**src/rtl/pfdc_pkg.sv**
```systemverilog
package pfdc_pkg;

	// Number of instance slots; an index at or above this names no slot.
	localparam int unsigned SLOT_COUNT = 1024;

	localparam int NUM_PLANES = 6;
	localparam int NUM_REGS   = 7;
	localparam int IDX_W      = 10;
	localparam int POS_W      = 16;
	localparam int RANGE_W    = 15;
	localparam int CFG_IDX_W  = 3;
	localparam int CFG_DATA_W = 64;
	// Aligns the Q12.4 plane offset with the Q.18 dot product.
	localparam int NORMAL_FRAC_SHIFT = 14;

	// Configuration register indexes.
	typedef enum logic [CFG_IDX_W-1:0] {
		REG_PLANE_0 = 3'd0,
		REG_PLANE_1 = 3'd1,
		REG_PLANE_2 = 3'd2,
		REG_PLANE_3 = 3'd3,
		REG_PLANE_4 = 3'd4,
		REG_PLANE_5 = 3'd5,
		REG_CAMERA  = 3'd6
	} reg_index_t;

	typedef enum logic [1:0] {
		REASON_VISIBLE = 2'd0,
		REASON_FREE    = 2'd1,
		REASON_RANGE   = 2'd2,
		REASON_PLANE   = 2'd3
	} cull_reason_t;

	typedef struct packed {
		logic signed [POS_W-1:0] d;
		logic signed [POS_W-1:0] c;
		logic signed [POS_W-1:0] b;
		logic signed [POS_W-1:0] a;
	} plane_t;

	typedef struct packed {
		logic signed [POS_W-1:0] x;
		logic signed [POS_W-1:0] y;
		logic signed [POS_W-1:0] z;
	} pos_t;

	// Decoded view of the configuration registers.
	typedef struct packed {
		plane_t [NUM_PLANES-1:0] planes;
		pos_t                    camera;
		logic [RANGE_W-1:0]      range;
		logic                    frustum_en;
	} cfg_t;

endpackage

```
**src/rtl/pfdc_range.sv**
```systemverilog
module pfdc_range (
	input  logic           clk,
	input  logic           en,
	input  pfdc_pkg::pos_t pos_s1,
	input  pfdc_pkg::cfg_t cfg,
	output logic           beyond
);

	logic signed [pfdc_pkg::POS_W:0]       dx, dy, dz;
	logic signed [2*pfdc_pkg::POS_W+1:0]   sqx, sqy, sqz;
	logic [2*pfdc_pkg::POS_W-1:0]          sqx_s2, sqy_s2, sqz_s2;
	logic [2*pfdc_pkg::RANGE_W-1:0]        rsq_s2;
	logic [2*pfdc_pkg::POS_W+1:0]          dist_sq;

	// Offsets from the camera and their squares; each square fits 32 bits.
	always_comb begin
		dx  = (pfdc_pkg::POS_W+1)'(pos_s1.x) - (pfdc_pkg::POS_W+1)'(cfg.camera.x);
		dy  = (pfdc_pkg::POS_W+1)'(pos_s1.y) - (pfdc_pkg::POS_W+1)'(cfg.camera.y);
		dz  = (pfdc_pkg::POS_W+1)'(pos_s1.z) - (pfdc_pkg::POS_W+1)'(cfg.camera.z);
		sqx = dx * dx;
		sqy = dy * dy;
		sqz = dz * dz;
	end

	always_ff @(posedge clk) begin
		if (en) begin
			sqx_s2 <= sqx[2*pfdc_pkg::POS_W-1:0];
			sqy_s2 <= sqy[2*pfdc_pkg::POS_W-1:0];
			sqz_s2 <= sqz[2*pfdc_pkg::POS_W-1:0];
			rsq_s2 <= cfg.range * cfg.range;
		end
	end

	// Sum of squares against the squared range; zero range disables the test.
	always_comb begin
		dist_sq = (2*pfdc_pkg::POS_W+2)'(sqx_s2) + (2*pfdc_pkg::POS_W+2)'(sqy_s2)
		        + (2*pfdc_pkg::POS_W+2)'(sqz_s2);
		beyond  = (cfg.range != '0) && (dist_sq > (2*pfdc_pkg::POS_W+2)'(rsq_s2));
	end

endmodule

```
**config.mk**
```make
export PLATFORM = sky130hd
export DESIGN_NAME = pfdc_range
export DESIGN_NICKNAME = d
export VERILOG_FILES = /design/src/rtl/pfdc_pkg.sv /design/src/rtl/pfdc_range.sv
export SDC_FILE = /design/constraint.sdc
export NUM_CORES = 2
export LEC_CHECK = 0
export ABC_AREA = 0
export BUFFER_PORTS_ARGS = -buffer_cell sky130_fd_sc_hd__clkbuf_2
export CORE_MARGIN = 2
export CORE_UTILIZATION = 45
export CTS_BUF_LIST = sky130_fd_sc_hd__clkbuf_4 sky130_fd_sc_hd__clkbuf_8
export CTS_CLUSTER_DIAMETER = 120
export DETAILED_ROUTE_END_ITERATION = 7
export PLACE_DENSITY = 0.61
export SYNTH_ARGS = -nofsm -noshare
export SYNTH_HDL_FRONTEND = slang
export SYNTH_SLANG_ARGS = --single-unit
```
**constraint.sdc**
```tcl
create_clock -name clk -period 24.8 [get_ports clk]
set_clock_uncertainty 0.1 [all_clocks]
set_input_delay 4.96 -clock clk [delete_from_list [all_inputs] [get_ports clk]]
set_output_delay 4.96 -clock clk [all_outputs]
set_load 0.005 [all_outputs]
```
## After elaboration in Yosys (flattened, before gate mapping)

Index checks and enable logic that the tools add are counted.

- Add/subtract/negate cells: 5
- $mul: 4
- $lt $le $gt $ge: 1
- Reductions and logical operators: 2

Operator list:

| cell | number |
|---|---|
| $mul 17x17->32 | 3 |
| $sub 16x16->17 | 3 |
| $add 33x32->34 | 1 |
| $gt 34x30->1 | 1 |
| $add 32x32->33 | 1 |
| $mul 15x15->30 | 1 |
| $reduce_bool 15->1 | 1 |
| $logic_and 1x1->1 | 1 |

- Flip-flop bits (word level): 126
- Output and inout port bits: 1
- Logic and storage cells: 16

## Longest topological paths before layout

- Word-level depth: 4
- Gate-level depth with buffers: 34
- Gate-level depth less buffers: 33

## Worst setup path after synthesis

No wires, ideal clock.

- Path type: input -> register
- Start point: input cfg[17] in the netlist's numbering
- End point: register sqz_s2[31] in the netlist's numbering (data pin)
- Data arrival time: 12.487 ns
- Data required time: 24.432 ns
- Setup slack: 11.945 ns
- Stages: 33
- Cells stage by stage: inv_1 ha_1 nor2b_1 o21ai_0 nand2b_1 a21o_1 a31o_2 a211oi_2 o21ai_0 and2_1 inv_1 clkbuf_1 nor2_1 fa_1 fa_1 inv_1 fa_1 inv_1 fa_1 fa_1 inv_1 fa_1 inv_1 ha_1 a21o_1 a21o_1 a21o_1 o31a_1 a211oi_2 o31ai_1 o31ai_2 a21oi_1 xnor3_1

- Word-level cells in the longest chain between the ends: 2

Ends and longest elaborated chain:

| what | RTL line | text |
|---|---|---|
| from (decl) | pfdc_range.sv:5 | `input pfdc_pkg::cfg_t cfg,` |
| $sub 16x16->17 | pfdc_range.sv:19 | `dz = (pfdc_pkg::POS_W+1)'(pos_s1.z) - (pfdc_pkg::POS_W+1)'(cfg.camera.z);` |
| $mul 17x17->32 | pfdc_range.sv:22 | `sqz = dz * dz;` |
| via sqz (one bit) | pfdc_range.sv:10 | `logic signed [2*pfdc_pkg::POS_W+1:0] sqx, sqy, sqz;` |
| to (signal assigned) | pfdc_range.sv:29 | `sqz_s2 <= sqz[2*pfdc_pkg::POS_W-1:0];` |
| to (decl) | pfdc_range.sv:11 | `logic [2*pfdc_pkg::POS_W-1:0] sqx_s2, sqy_s2, sqz_s2;` |

The timed path passes the listed nets, and every way through them passes these cells.
A chain may end at the register's enable or synchronous reset.

## Worst setup path in the final report

Ends and elaborated chain as after synthesis.

==> impl_metrics.ini <==
[global_route]
grt_pass1_wl_um = 162000
grt_use_total_pct = 20.8
overflow = 0
grt_max_degree = 63
grt_pass1_vias = 31700
antenna_found_initial = 4

[hold_path]
hold_depth = 1
hp-class = input pin to flop
hold_path.startpoint = cfg[1]
whs_endpoint = rsq_s2[0]$_DFFE_PP_

[routing]
firstDrtPassIters = 5
drt_iter0_drc = 1554
drcViolationCount = 0
vias_per_cell = 5.02
wl_um = 95200
vias = 29300
postRouteAntennaNets = 0
routedWlPerCell_um = 16.3

[final_layout]
final_util_pct = 48.2
regArea_um2 = 3660
mostFrequentLayoutCell = inv_1
layout.cells.non_filler = 5834
nFillCells = 8975
final_area_um2 = 45000
final_cell_mix = inv_1, fa_1, ha_1, nor2_1, nand2_1
fin_nets = 6437
multi_input_area_um2 = 33800
area_delta_synth_final_pct = 5.99
drive_gt1_share_pct = 5.37

[synthesis]
async_flop_share_pct = 0
synth.distinct_cells = 85
synth_edf_count = 122
yosys_warnings = 0
synth-seq-cells = 122
syn_inst = 4485
synth_area_leaders = fa_1, ha_1, inv_1
yosysTopAreaCell = fa_1
avgSynthCellArea_um2 = 9.47
synthDominantCellAreaShare_pct = 44.5
synth_area_um2 = 42500
synth_ff_type = edfxtp_1
yosysSeqAreaShare_pct = 8.62

[critical_path]
worstSetupStartpointType = input pin
cp-startpoint = cfg[17]
worstPathRequired_ns = 24.87
cpPeakStageDelay_ns = 0.56
cp.arrival_ns = 13.99
cpMaxStageDelayCell = fa_1
cp_max_fo = 11
critical_path_class = input pin to flop
critPathCaptureType = flop

[run_status]
status = completed

[cts]
cts_made_buffers = 17
cts.path.max_buffers = 2
cts_resized = 0
cts_tree = done
clk_pin_slew_ns = 0.07
cts_hold_buffers = 0
htree_levels = 4
clock_sinks = 122
cts_setup_buffers = 0
root_buffer = clkbuf_8

[die]
coreArea_um2 = 93500
placementRows = 112
die_width_um = 311
die-area_um2 = 96900
io_pins = 499
initial_core_util_pct = 45.5
die_height_um = 311

[sta]
hold_viol_final = 0
rsz0062_at_grt = false
final.period_utilization_pct = 56.2
fmax_mhz = 71.8
tns_ns = 0
period_needed_ns = 13.93
max_slew_margin_pct = 31.0
maxSlewViolCount = 0
worstMarginPinSlew_ns = 1.03
setup_violations = 0

[placed_design]
dp.cells = 5802
place_area_um2 = 44600
routabilityCongestion = 0.851
hpwl_um = 80600
portBuffers = 113

[job]
maxCapViolations = 0
-- per-layer routing --
metal	share of wire (%)	wire length, um	track usage (%)
met1	45	43000	29.6
met2	48	45800	34.7
met3	4.9	4670	2.30
met4	1.8	1710	4.02
met5	0.036	34	0
-- cell type report --
| type | instances | share of cell area, % |
|---|---|---|
| diodes | 1 | 0.00556 |
| clock inverters | 14 | 0.331 |
| flip-flops and latches | 122 | 8.14 |
| inverters | 1240 | 10.3 |
| clock buffers | 17 | 0.520 |
| repair buffers | 162 | 2.08 |
| multi-input cells | 3024 | 75.1 |
| well taps | 1254 | 3.48 |
-- synthesized netlist by cell type (68+ instances only) --
cell	n
a21o_1	68
a21oi_1	130
and2_1	70
clkbuf_1	93
edfxtp_1	122
fa_1	945
ha_1	427
inv_1	1229
nand2_1	289
nor2_1	329
o21ai_0	87
xnor2_1	151
-- per-stage QoR --
stage / setup slack [ns] / hold WS (ns)
2_1_floorplan: 11.95 / 4.96
5_1_grt: 10.36 / 4.93
4_1_cts: 10.89 / 4.91
3_5_place_dp: 10.41 / 5.40
3_3_place_gp: 10.46 / 5.39
6_report: 10.87 / 4.93
-- flip-flops by register name, summed over array words and instances, names as in the netlist --
name    cells
sqy_s2     31
rsq_s2     29
sqz_s2     31
sqx_s2     31
-- worst max-delay path, delay by kind of cell --
| kind | cells | cell delay (ns) |
|---|---|---|
| AO/OA/AOI/OAI | 12 | 3.02 |
| XOR/XNOR | 1 | 0.43 |
| adder cells (fa/ha/maj) | 8 | 3.63 |
| buffers and inverters | 7 | 0.78 |
| AND/OR/NAND/NOR | 5 | 1.13 |
-- worst max path at each step --
stage / end / slack [ns] / depth (start not counted)
detailed placement: sqz_s2[31]$_DFFE_PP_ / 10.41 / 33
finish: sqz_s2[31]$_DFFE_PP_ / 10.87 / 33
CTS: sqz_s2[31]$_DFFE_PP_ / 10.89 / 33
global route: sqz_s2[31]$_DFFE_PP_ / 10.36 / 33
floorplan: sqz_s2[31]$_DFFE_PP_ / 11.95 / 33
global placement: sqz_s2[31]$_DFFE_PP_ / 10.46 / 33
-- cell families after synthesis --
group / after synthesis / share of synthesized area (%)
flip-flops: 122 / 8.62
multiplexers: 7 / 0.168
AO/OA/AOI/OAI: 500 / 7.88
adder cells (fa/ha/maj): 1372 / 57.1
buffers and inverters: 1340 / 11.9
XOR/XNOR: 210 / 4.45
other: 2 / 0.0177
AND/OR/NAND/NOR: 932 / 9.90
Power is left out: the tool's default activity adds up to more than one toggle a clock period on the data nets, which glitch-free logic cannot reach.
