===== config.mk =====
export PLATFORM = sky130hd
export DESIGN_NAME = pfdc_cfg_regs
export DESIGN_NICKNAME = d
export VERILOG_FILES = /design/src/rtl/pfdc_pkg.sv /design/src/rtl/pfdc_cfg_regs.sv
export SDC_FILE = /design/constraint.sdc
export NUM_CORES = 1
export LEC_CHECK = 0
export ABC_AREA = 1
export BUFFER_PORTS_ARGS = -buffer_cell sky130_fd_sc_hd__buf_4
export CORE_ASPECT_RATIO = 1.1
export CORE_MARGIN = 2
export CORE_UTILIZATION = 40
export DETAILED_ROUTE_END_ITERATION = 12
export GPL_TIMING_DRIVEN = 0
export HOLD_SLACK_MARGIN = 0.02
export PLACE_DENSITY_LB_ADDON = 0.05
export SYNTH_ARGS = -nofsm -noshare
export SYNTH_HDL_FRONTEND = slang
export SYNTH_SLANG_ARGS = --single-unit

===== constraint.sdc =====
create_clock -name clk -period 1.45 [get_ports clk]
set_clock_uncertainty 0.05 [all_clocks]
set_input_delay 0.29 -clock clk [delete_from_list [all_inputs] [get_ports clk]]
set_output_delay 0.29 -clock clk [all_outputs]
set_load 0.005 [all_outputs]

===== src/rtl/pfdc_pkg.sv =====
package pfdc_pkg;

	// Number of instance slots; an index at or above this names no slot.
	localparam int unsigned SLOT_COUNT = 1024;

	localparam int NUM_PLANES = 6;
	localparam int NUM_REGS   = 7;
	localparam int IDX_W      = 10;
	localparam int POS_W      = 16;
	localparam int RANGE_W    = 15;
	localparam int CFG_IDX_W  = 3;
	localparam int CFG_DATA_W = 64;
	// Aligns the Q12.4 plane offset with the Q.18 dot product.
	localparam int NORMAL_FRAC_SHIFT = 14;

	// Configuration register indexes.
	typedef enum logic [CFG_IDX_W-1:0] {
		REG_PLANE_0 = 3'd0,
		REG_PLANE_1 = 3'd1,
		REG_PLANE_2 = 3'd2,
		REG_PLANE_3 = 3'd3,
		REG_PLANE_4 = 3'd4,
		REG_PLANE_5 = 3'd5,
		REG_CAMERA  = 3'd6
	} reg_index_t;

	typedef enum logic [1:0] {
		REASON_VISIBLE = 2'd0,
		REASON_FREE    = 2'd1,
		REASON_RANGE   = 2'd2,
		REASON_PLANE   = 2'd3
	} cull_reason_t;

	typedef struct packed {
		logic signed [POS_W-1:0] d;
		logic signed [POS_W-1:0] c;
		logic signed [POS_W-1:0] b;
		logic signed [POS_W-1:0] a;
	} plane_t;

	typedef struct packed {
		logic signed [POS_W-1:0] x;
		logic signed [POS_W-1:0] y;
		logic signed [POS_W-1:0] z;
	} pos_t;

	// Decoded view of the configuration registers.
	typedef struct packed {
		plane_t [NUM_PLANES-1:0] planes;
		pos_t                    camera;
		logic [RANGE_W-1:0]      range;
		logic                    frustum_en;
	} cfg_t;

endpackage


===== src/rtl/pfdc_cfg_regs.sv =====
module pfdc_cfg_regs (
	input  logic                                clk,
	input  logic                                arst_n,
	input  logic                                cfg_we,
	input  logic [pfdc_pkg::CFG_IDX_W-1:0]      cfg_index,
	input  logic [pfdc_pkg::CFG_DATA_W-1:0]     cfg_data,
	output pfdc_pkg::cfg_t                      cfg
);

	logic [pfdc_pkg::CFG_DATA_W-1:0] regs_q [pfdc_pkg::NUM_REGS];

	// Register file; writes to an index beyond the list are dropped.
	always_ff @(posedge clk or negedge arst_n) begin
		if (!arst_n) begin
			for (int r = 0; r < pfdc_pkg::NUM_REGS; r++) begin
				regs_q[r] <= '0;
			end
		end else if (cfg_we) begin
			for (int r = 0; r < pfdc_pkg::NUM_REGS; r++) begin
				if (cfg_index == pfdc_pkg::CFG_IDX_W'(r)) begin
					regs_q[r] <= cfg_data;
				end
			end
		end
	end

	// Field decode of the plane and camera words.
	always_comb begin
		for (int p = 0; p < pfdc_pkg::NUM_PLANES; p++) begin
			cfg.planes[p] = regs_q[p];
		end
		cfg.camera.x   = regs_q[pfdc_pkg::REG_CAMERA][15:0];
		cfg.camera.y   = regs_q[pfdc_pkg::REG_CAMERA][31:16];
		cfg.camera.z   = regs_q[pfdc_pkg::REG_CAMERA][47:32];
		cfg.range      = regs_q[pfdc_pkg::REG_CAMERA][62:48];
		cfg.frustum_en = regs_q[pfdc_pkg::REG_CAMERA][63];
	end

endmodule


# Yosys cells after proc, flatten, opt, wreduce, memory -nomap -nowiden
# Index checks and enable logic that the tools add are counted.
# word_totals
regBits	448
input_bits	70
out_inout_bits	448
elab_cells	21
# classes
n_eq_ne	6
reduce_logical	8
# ops
cell	count
AND reduction 2 bit	7
== test 3 bit, second input constant	3
== test 3 x 2 -> 1 bit, second input constant	2
== test 3 x 1 -> 1 bit, second input constant	1
logical NOT 3 bit	1

# Logic depth before layout (Yosys ltp)
# Gate-level depths: netlist of the first run.
# logic_depth
word_depth	2
depth_mapped	6
ltp_nobuf	5

# Worst setup path before layout of the first run
# OpenSTA, ideal clock, no wires.
# synth_path
path_kind	input-to-reg
startpoint	in cfg_we
endpoint	reg regs_q, in the netlist cfg[195]
setup_time_ps	116
arrival_time_ps	1024
t_required_ps	1284
setup_slack_ps	259
path_stages	6
path_buffers	1
path_cell_list	inv_1 nor2_2 nand2_1 buf_2 nand2_1 nand2_1
# synth_between
elab_chain_len	1
# synth_rtl
item	line	rtl
from (decl)	pfdc_cfg_regs.sv:4	input logic cfg_we,
AND reduction 2 bit (no line)	n/a	
to (signal, indexed assignment)	pfdc_cfg_regs.sv:21	regs_q[r] <= cfg_data;
to (decl)	pfdc_cfg_regs.sv:10	logic [pfdc_pkg::CFG_DATA_W-1:0] regs_q [pfdc_pkg::NUM_REGS];
# No other way between the ends.
# A chain may end at the register's enable or synchronous reset.

# Final worst setup path of the first run
# layout_path
startpoint	reg regs_q, in the netlist cfg[130]
endpoint	out cfg[130] (netlist name)
# layout_rtl
item	line	rtl
to (decl)	pfdc_cfg_regs.sv:7	output pfdc_pkg::cfg_t cfg
# No word-level cell between the ends.

==> results.sh, run 1 <==
export IMPL_routed_wl_mm=67.2
export IMPL_rsz0062_at_grt="true"
export IMPL_swShare_pct=28.2
export IMPL_setup_violations=19
export IMPL_hold_viol_final=108
export IMPL_r2r_slack_ns=0.51
export IMPL_cap_violations=0
export IMPL_largest_reg_flops=448
export IMPL_cts_num_sinks=448
export IMPL_p_leak_nw=15.2
export IMPL_place_area_sq_um=21900
export IMPL_cts_buffers=47
export IMPL_fill_cells=3542
export IMPL_yosys_area_top_type="dfrtp_1"
export IMPL_ys_flop_type="dfrtp_1"
export IMPL_syn_area_per_cell_sq_um=8.92
export IMPL_crit_path_end_kind="primary output"
export IMPL_met1_length_mm=26.0
export IMPL_grt_usage_pct=29.3
export IMPL_synth_top_area_share_pct=65.0
export IMPL_cpLargestDelayFamily="flip-flops"
export IMPL_rr_startpoint="cfg[317]$_DFFE_PN0P_"
export IMPL_grt_max_degree=123
export IMPL_crit_start="cfg[130]$_DFFE_PN0P_"
export IMPL_antenna_found_initial=2
export IMPL_portBuffers=517
export IMPL_yosysMostFrequentCell="nand2_1"
export IMPL_clk_pin_slew_ns=0.06
export IMPL_status="finished, violations left"
export IMPL_dp_cells=3020
export IMPL_finalMaxSlewViolations=0
export IMPL_final_nets=2876
export IMPL_post_route_min_period_ns=1.48
export IMPL_cts_buffer_depth=3
export IMPL_required_ns=1.11
export IMPL_clk_latency_ns=0.58
export IMPL_crit_fanout=2
export IMPL_synth_area_leaders="dfrtp_1 (65%), nand2_1 (24%), nand3_1 (7.4%)"
export IMPL_path_cells="buf_6"
export IMPL_core_rowCount=79
export IMPL_timing_final_crit_share_pct=102
export IMPL_p_comb_share_pct=28.4
export IMPL_io_pins=518
export IMPL_drive_above_1_share_pct=32.9
export IMPL_worstMarginPinSlew_ns=0.910
export IMPL_avgRoutedWirePerCell_um=19.7
export IMPL_crit_buf_inv=1
export IMPL_rr_endpoint="cfg[317]$_DFFE_PN0P_"
export IMPL_worstSetupPathType="reg2out"
export IMPL_synthArstFlopShare_pct=100
export IMPL_p_seq_share_pct=41.7
export IMPL_dr_wl_met3_mm=5.33
export IMPL_dp_hpwl_mm=43.7
export IMPL_top_layer="met4"
export IMPL_antenna_left=0
export IMPL_netlist_top_cells_count="nand2_1 (1,097), dfrtp_1 (448), nand3_1 (256)"
export IMPL_ys_types=9
export IMPL_hold_buffers=64
export IMPL_vdd_ir_drop_max_mv=1.33
export IMPL_arrival_ns=1.14
export IMPL_via_per_inst=4.85
export IMPL_core_sq_um=42400
export IMPL_path_depth=1
export IMPL_synth_seq_cells=448
export IMPL_cts_max_level=2
export IMPL_drtPass1Iterations=5
export IMPL_vias=16600
export IMPL_grt_overflow=0
export IMPL_cpPeakStageDelay_ns=0.44
export IMPL_reg2regPathDepth=4
export IMPL_powerDensity_nw_per_um2=1450
export IMPL_p_int_mw=28.7
export IMPL_initialDrtViolationCount=1147
export IMPL_met2WireLength_mm=32.8
export IMPL_final_area_sq_um=27600
export IMPL_grt_pass1_wl_mm=99.3
export IMPL_slew_headroom_pct=39.3
export IMPL_hold_path_class="in2async"
export IMPL_syn_nets=2003
export IMPL_dieHeight_um=222
export IMPL_synth_edf_count=0
export IMPL_timing_hold_ws_ns=-0.369
export IMPL_cts_tree="built"
export IMPL_dp_slack_ns=-0.753
export IMPL_postSynthCellCount=1933
export IMPL_layout_setup_ws_ns=-0.0308
export IMPL_die_area_sq_um=44800
export IMPL_ys_warn_count=0
export IMPL_die_x_um=202
export IMPL_critPathLaunchType="flop"
export IMPL_area_growth_pct=60.0
export IMPL_root_buffer="clkbuf_16"
export IMPL_crit_slowest_cell="dfrtp_2"
export IMPL_drc_errors=0
export IMPL_violations="negative hold slack, negative setup slack"
export IMPL_grt_pass1_vias=16200
export IMPL_ys_seq_area_share_pct=65.0
export IMPL_start_util_pct=40.7
export IMPL_p_clk_share_pct=29.9
export IMPL_switching_power_mw=11.3
export IMPL_syn_area_sq_um=17200
export IMPL_final_cells=3412
export IMPL_fmax_mhz=675
export IMPL_place_congestion=0.824
-- what timing repair did --
item                                   CTS  global route
endpoints found under the hold margin  556           108
pin swaps                                0             0
setup buffers                          128           111
resized for setup                      443             8
cloned                                   0             1
setup endpoints to repair              573           474
-- area by class of cell --
cell class                      instances  area (sq um)  share of cell area [%]
Multi-Input combinational cell       1363          5470                    19.8
Clock buffer                           76          1440                    5.21
Clock inverter                          9          70.1                   0.254
Tap cell                              567           709                    2.57
Sequential cell                       448         11200                    40.6
Antenna cell                            3          7.51                  0.0272
Inverter                                6          22.5                  0.0816
Timing Repair Buffer                  824          8100                    29.4
Buffer                                116           554                    2.01
-- layout by cell type (no fill, tap or decap) --
cell type / n
clkinv_2: 8
buf_12: 1
dfrtp_2: 1
dlygate4sd3_1: 64
nand3_1: 256
clkbuf_16: 50
buf_2: 95
nor2_2: 2
clkbuf_1: 37
nor2_1: 3
buf_4: 311
clkbuf_8: 11
bufinv_16: 1
buf_6: 444
buf_16: 3
nand2_1: 1094
nand2_2: 6
dfrtp_1: 447
nor2_4: 2
diode_2: 3
inv_1: 6
-- power by group through the flow --
stage / registers (mW) / clock network, mW / logic, mW
floorplan: 16.5 / 0 / 2.15
global placement: 16.4 / 0 / 7.86
detailed placement: 16.4 / 0 / 7.99
CTS: 16.6 / 12.1 / 10.5
global route: 16.9 / 12.6 / 12.2
finish: 16.7 / 12.0 / 11.3
-- stage by stage --
step	total power, mW	TNS [ns]	utilization (%)
6_report	40.0	-0.117	65.1
2_1_floorplan	18.6	0	-
3_5_place_dp	24.4	-284.77	51.7
4_1_cts	39.3	-6.24	63.0
5_1_grt	41.7	-5.41	65.1
3_3_place_gp	24.2	-2231.58	51.5
-- layer usage --
metal | global-route usage [%] | vias up
met5 | 0 | -
met3 | 7.91 | 134
met2 | 48.4 | 587
met4 | 13.6 | 0
li1 | - | 7790
met1 | 35.7 | 8047
-- worst max-delay path by stage --
stage / end / slack [ns]
after floorplan: cfg[195]$_DFFE_PN0P_ / 0.26
after global placement: cfg[389]$_DFFE_PN0P_ / -4.64
after detailed placement: cfg[10]$_DFFE_PN0P_ / -0.75
after CTS: cfg[130] / -0.08
after global routing: cfg[130] / -0.07
final: cfg[130] / -0.03
-- logic make-up (layout without fill, tap and decap cells) --
kind of cell  Yosys count  count (layout)  synth area share (%)
other cells             0               3                     0
buf+inv               122            1031                  3.35
flops                 448             448                  65.0
simple gates         1363            1363                  31.6
Power figures use the tool's default switching activity.
==> run 2: changes to the inputs <==
- ABC_CLOCK_PERIOD_IN_PS: default -> 1450
- CORE_UTILIZATION: 40 -> 23
==> results.sh, run 2 (synthesized netlist as in run 1, its figures left out) <==
export IMPL_status="finished, violations left"
export IMPL_violations="negative hold slack, negative setup slack"
export IMPL_p_leak_nw=15.5
export IMPL_place_congestion=0.788
export IMPL_multi_input_area_sq_um=5480
export IMPL_dp_hpwl_mm=53.1
export IMPL_timing_final_crit_share_pct=105
export IMPL_grt_pass1_vias=16400
export IMPL_cts_buffer_depth=3
export IMPL_cpPeakStageDelay_ns=0.44
export IMPL_setup_violations=233
export IMPL_timing_hold_ws_ns=-0.288
export IMPL_post_route_min_period_ns=1.52
export IMPL_die_area_sq_um=77200
export IMPL_largest_reg_flops=448
export IMPL_slew_headroom_pct=44.0
export IMPL_antenna_found_initial=4
export IMPL_die_x_um=265
export IMPL_switching_power_mw=12.0
export IMPL_grt_usage_pct=20.1
export IMPL_clk_latency_ns=0.59
export IMPL_crit_slowest_cell="dfrtp_1"
export IMPL_vdd_ir_drop_max_mv=0.894
export IMPL_p_clk_share_pct=33.5
export IMPL_cts_buffers=55
export IMPL_core_sq_um=74400
export IMPL_fmax_mhz=659
export IMPL_arrival_ns=1.18
export IMPL_drive_above_1_share_pct=33.4
export IMPL_setup_tns_final_ns=-1.89
export IMPL_initialDrtViolationCount=935
export IMPL_grt_busiest_layer="met2"
export IMPL_powerDensity_nw_per_um2=1490
export IMPL_hold_viol_final=215
export IMPL_path_cells="buf_6"
export IMPL_crit_fanout=2
export IMPL_cts_max_level=2
export IMPL_use_met3_pct=5.47
export IMPL_cts_tree="built"
export IMPL_required_ns=1.11
export IMPL_cap_violations=0
export IMPL_crit_path_end_kind="primary output"
export IMPL_gr_usage_met1_pct=25.2
export IMPL_grt_max_degree=116
export IMPL_portBuffers=517
export IMPL_p_seq_share_pct=39.1
export IMPL_cpLargestDelayFamily="flip-flops"
export IMPL_cts_num_sinks=448
export IMPL_dieHeight_um=291
export IMPL_crit_start="cfg[237]$_DFFE_PN0P_"
export IMPL_p_comb_share_pct=27.4
export IMPL_drtPass1Iterations=5
export IMPL_routed_wl_mm=79.1
export IMPL_crit_buf_inv=1
export IMPL_fill_cells=7655
export IMPL_seq_area_sq_um=11200
export IMPL_finalPower_mw=42.5
export IMPL_grt_pass1_wl_mm=115
export IMPL_io_pins=518
export IMPL_swShare_pct=28.3
export IMPL_rsz0062_at_grt="true"
export IMPL_met2_usage_pct=33.7
export IMPL_finalMaxSlewViolations=0
export IMPL_clk_pin_slew_ns=0.05
export IMPL_p_int_mw=30.5
export IMPL_vias=16400
export IMPL_worstSetupPathType="reg2out"
export IMPL_area_growth_pct=65.8
export IMPL_rr_startpoint="cfg[299]$_DFFE_PN0P_"
export IMPL_mostFrequentLayoutCell="nand2_1"
export IMPL_hold_path_class="in2async"
export IMPL_grt_overflow=0
export IMPL_avgRoutedWirePerCell_um=20.6
export IMPL_worstMarginPinSlew_ns=0.838
export IMPL_antenna_left=0
export IMPL_critPathLaunchType="flop"
export IMPL_final_nets=2893
export IMPL_drc_errors=0
export IMPL_via_per_inst=4.28
export IMPL_core_rowCount=105
export IMPL_start_util_pct=23.2
export IMPL_final_cell_mix="nand2_1 (1,094), dfrtp_1 (448), buf_6 (448), buf_4 (313), nand3_1 (256)"
export IMPL_root_buffer="clkbuf_16"
export IMPL_layout_setup_ws_ns=-0.0668
[run 2: cell count changes in the layout (fill, tap and decap cells not counted), sizes merged]
cell	delta
buf	+9
dlygate4sd3	+1
clkinv	-2
clkinvlp	+1
clkbuf	+15
diode	-1
bufinv	+2
[run 2: layout make-up]
type	instances	share of cell area [%]
timing repair buffer	833	28.8
tap	963	4.22
sequential	448	39.2
inverter	6	0.0788
buffer	116	1.94
antenna	2	0.0175
clock buffer	92	6.12
clock inverter	10	0.447
multi-input combinational	1363	19.2
[run 2: path summary, 6_finish.rpt]
path	slack (ns)	depth (start not counted)	to
setup / recovery	-0.07	1	cfg[237]
hold / removal	-0.29	2	cfg[444]$_DFFE_PN0P_
setup reg to reg	0.54	4	cfg[299]$_DFFE_PN0P_
hold reg to reg	0.44	2	cfg[247]$_DFFE_PN0P_
max in group asynchronous	0.55	3	cfg[348]$_DFFE_PN0P_
min in group clk	0.16	6	cfg[319]$_DFFE_PN0P_
[run 2: what timing repair did]
item	in CTS	in global routing
endpoints found under the setup margin	635	457
buffers inserted	144	101
hold endpoints to repair	549	40
resized for setup	453	1
hold buffers	64	3
[run 2: through the flow]
stage | setup WS (ns) | cells | instance area [sq um] | util (%)
2_1_floorplan | 0.259 | 1933 | 17200 | -
3_3_place_gp | -5.14 | 3413 | 22300 | 30.0
3_5_place_dp | -0.899 | 3417 | 22500 | 30.2
4_1_cts | -0.0961 | 3727 | 27700 | 37.3
5_1_grt | -0.100 | 3832 | 28600 | 38.4
6_report | -0.0668 | 3833 | 28600 | 38.4
[run 2: layer usage]
layer	up-vias	part of all wire, %	wire (um)
met4	0	2.8	2210
met3	98	6.7	5260
met2	462	49	38400
met5	-	0	0
met1	8003	42	33200
li1	7833	-	-
[run 2: power by group through the flow]
stage               Sequential, mW  Clock (mW)  Combinational [mW]
global route                  16.9        15.2                12.6
CTS                           16.6        14.7                11.1
finish                        16.7        14.2                11.6
detailed placement            16.4           0                8.44
floorplan                     16.5           0                2.15
global placement              16.4           0                8.34
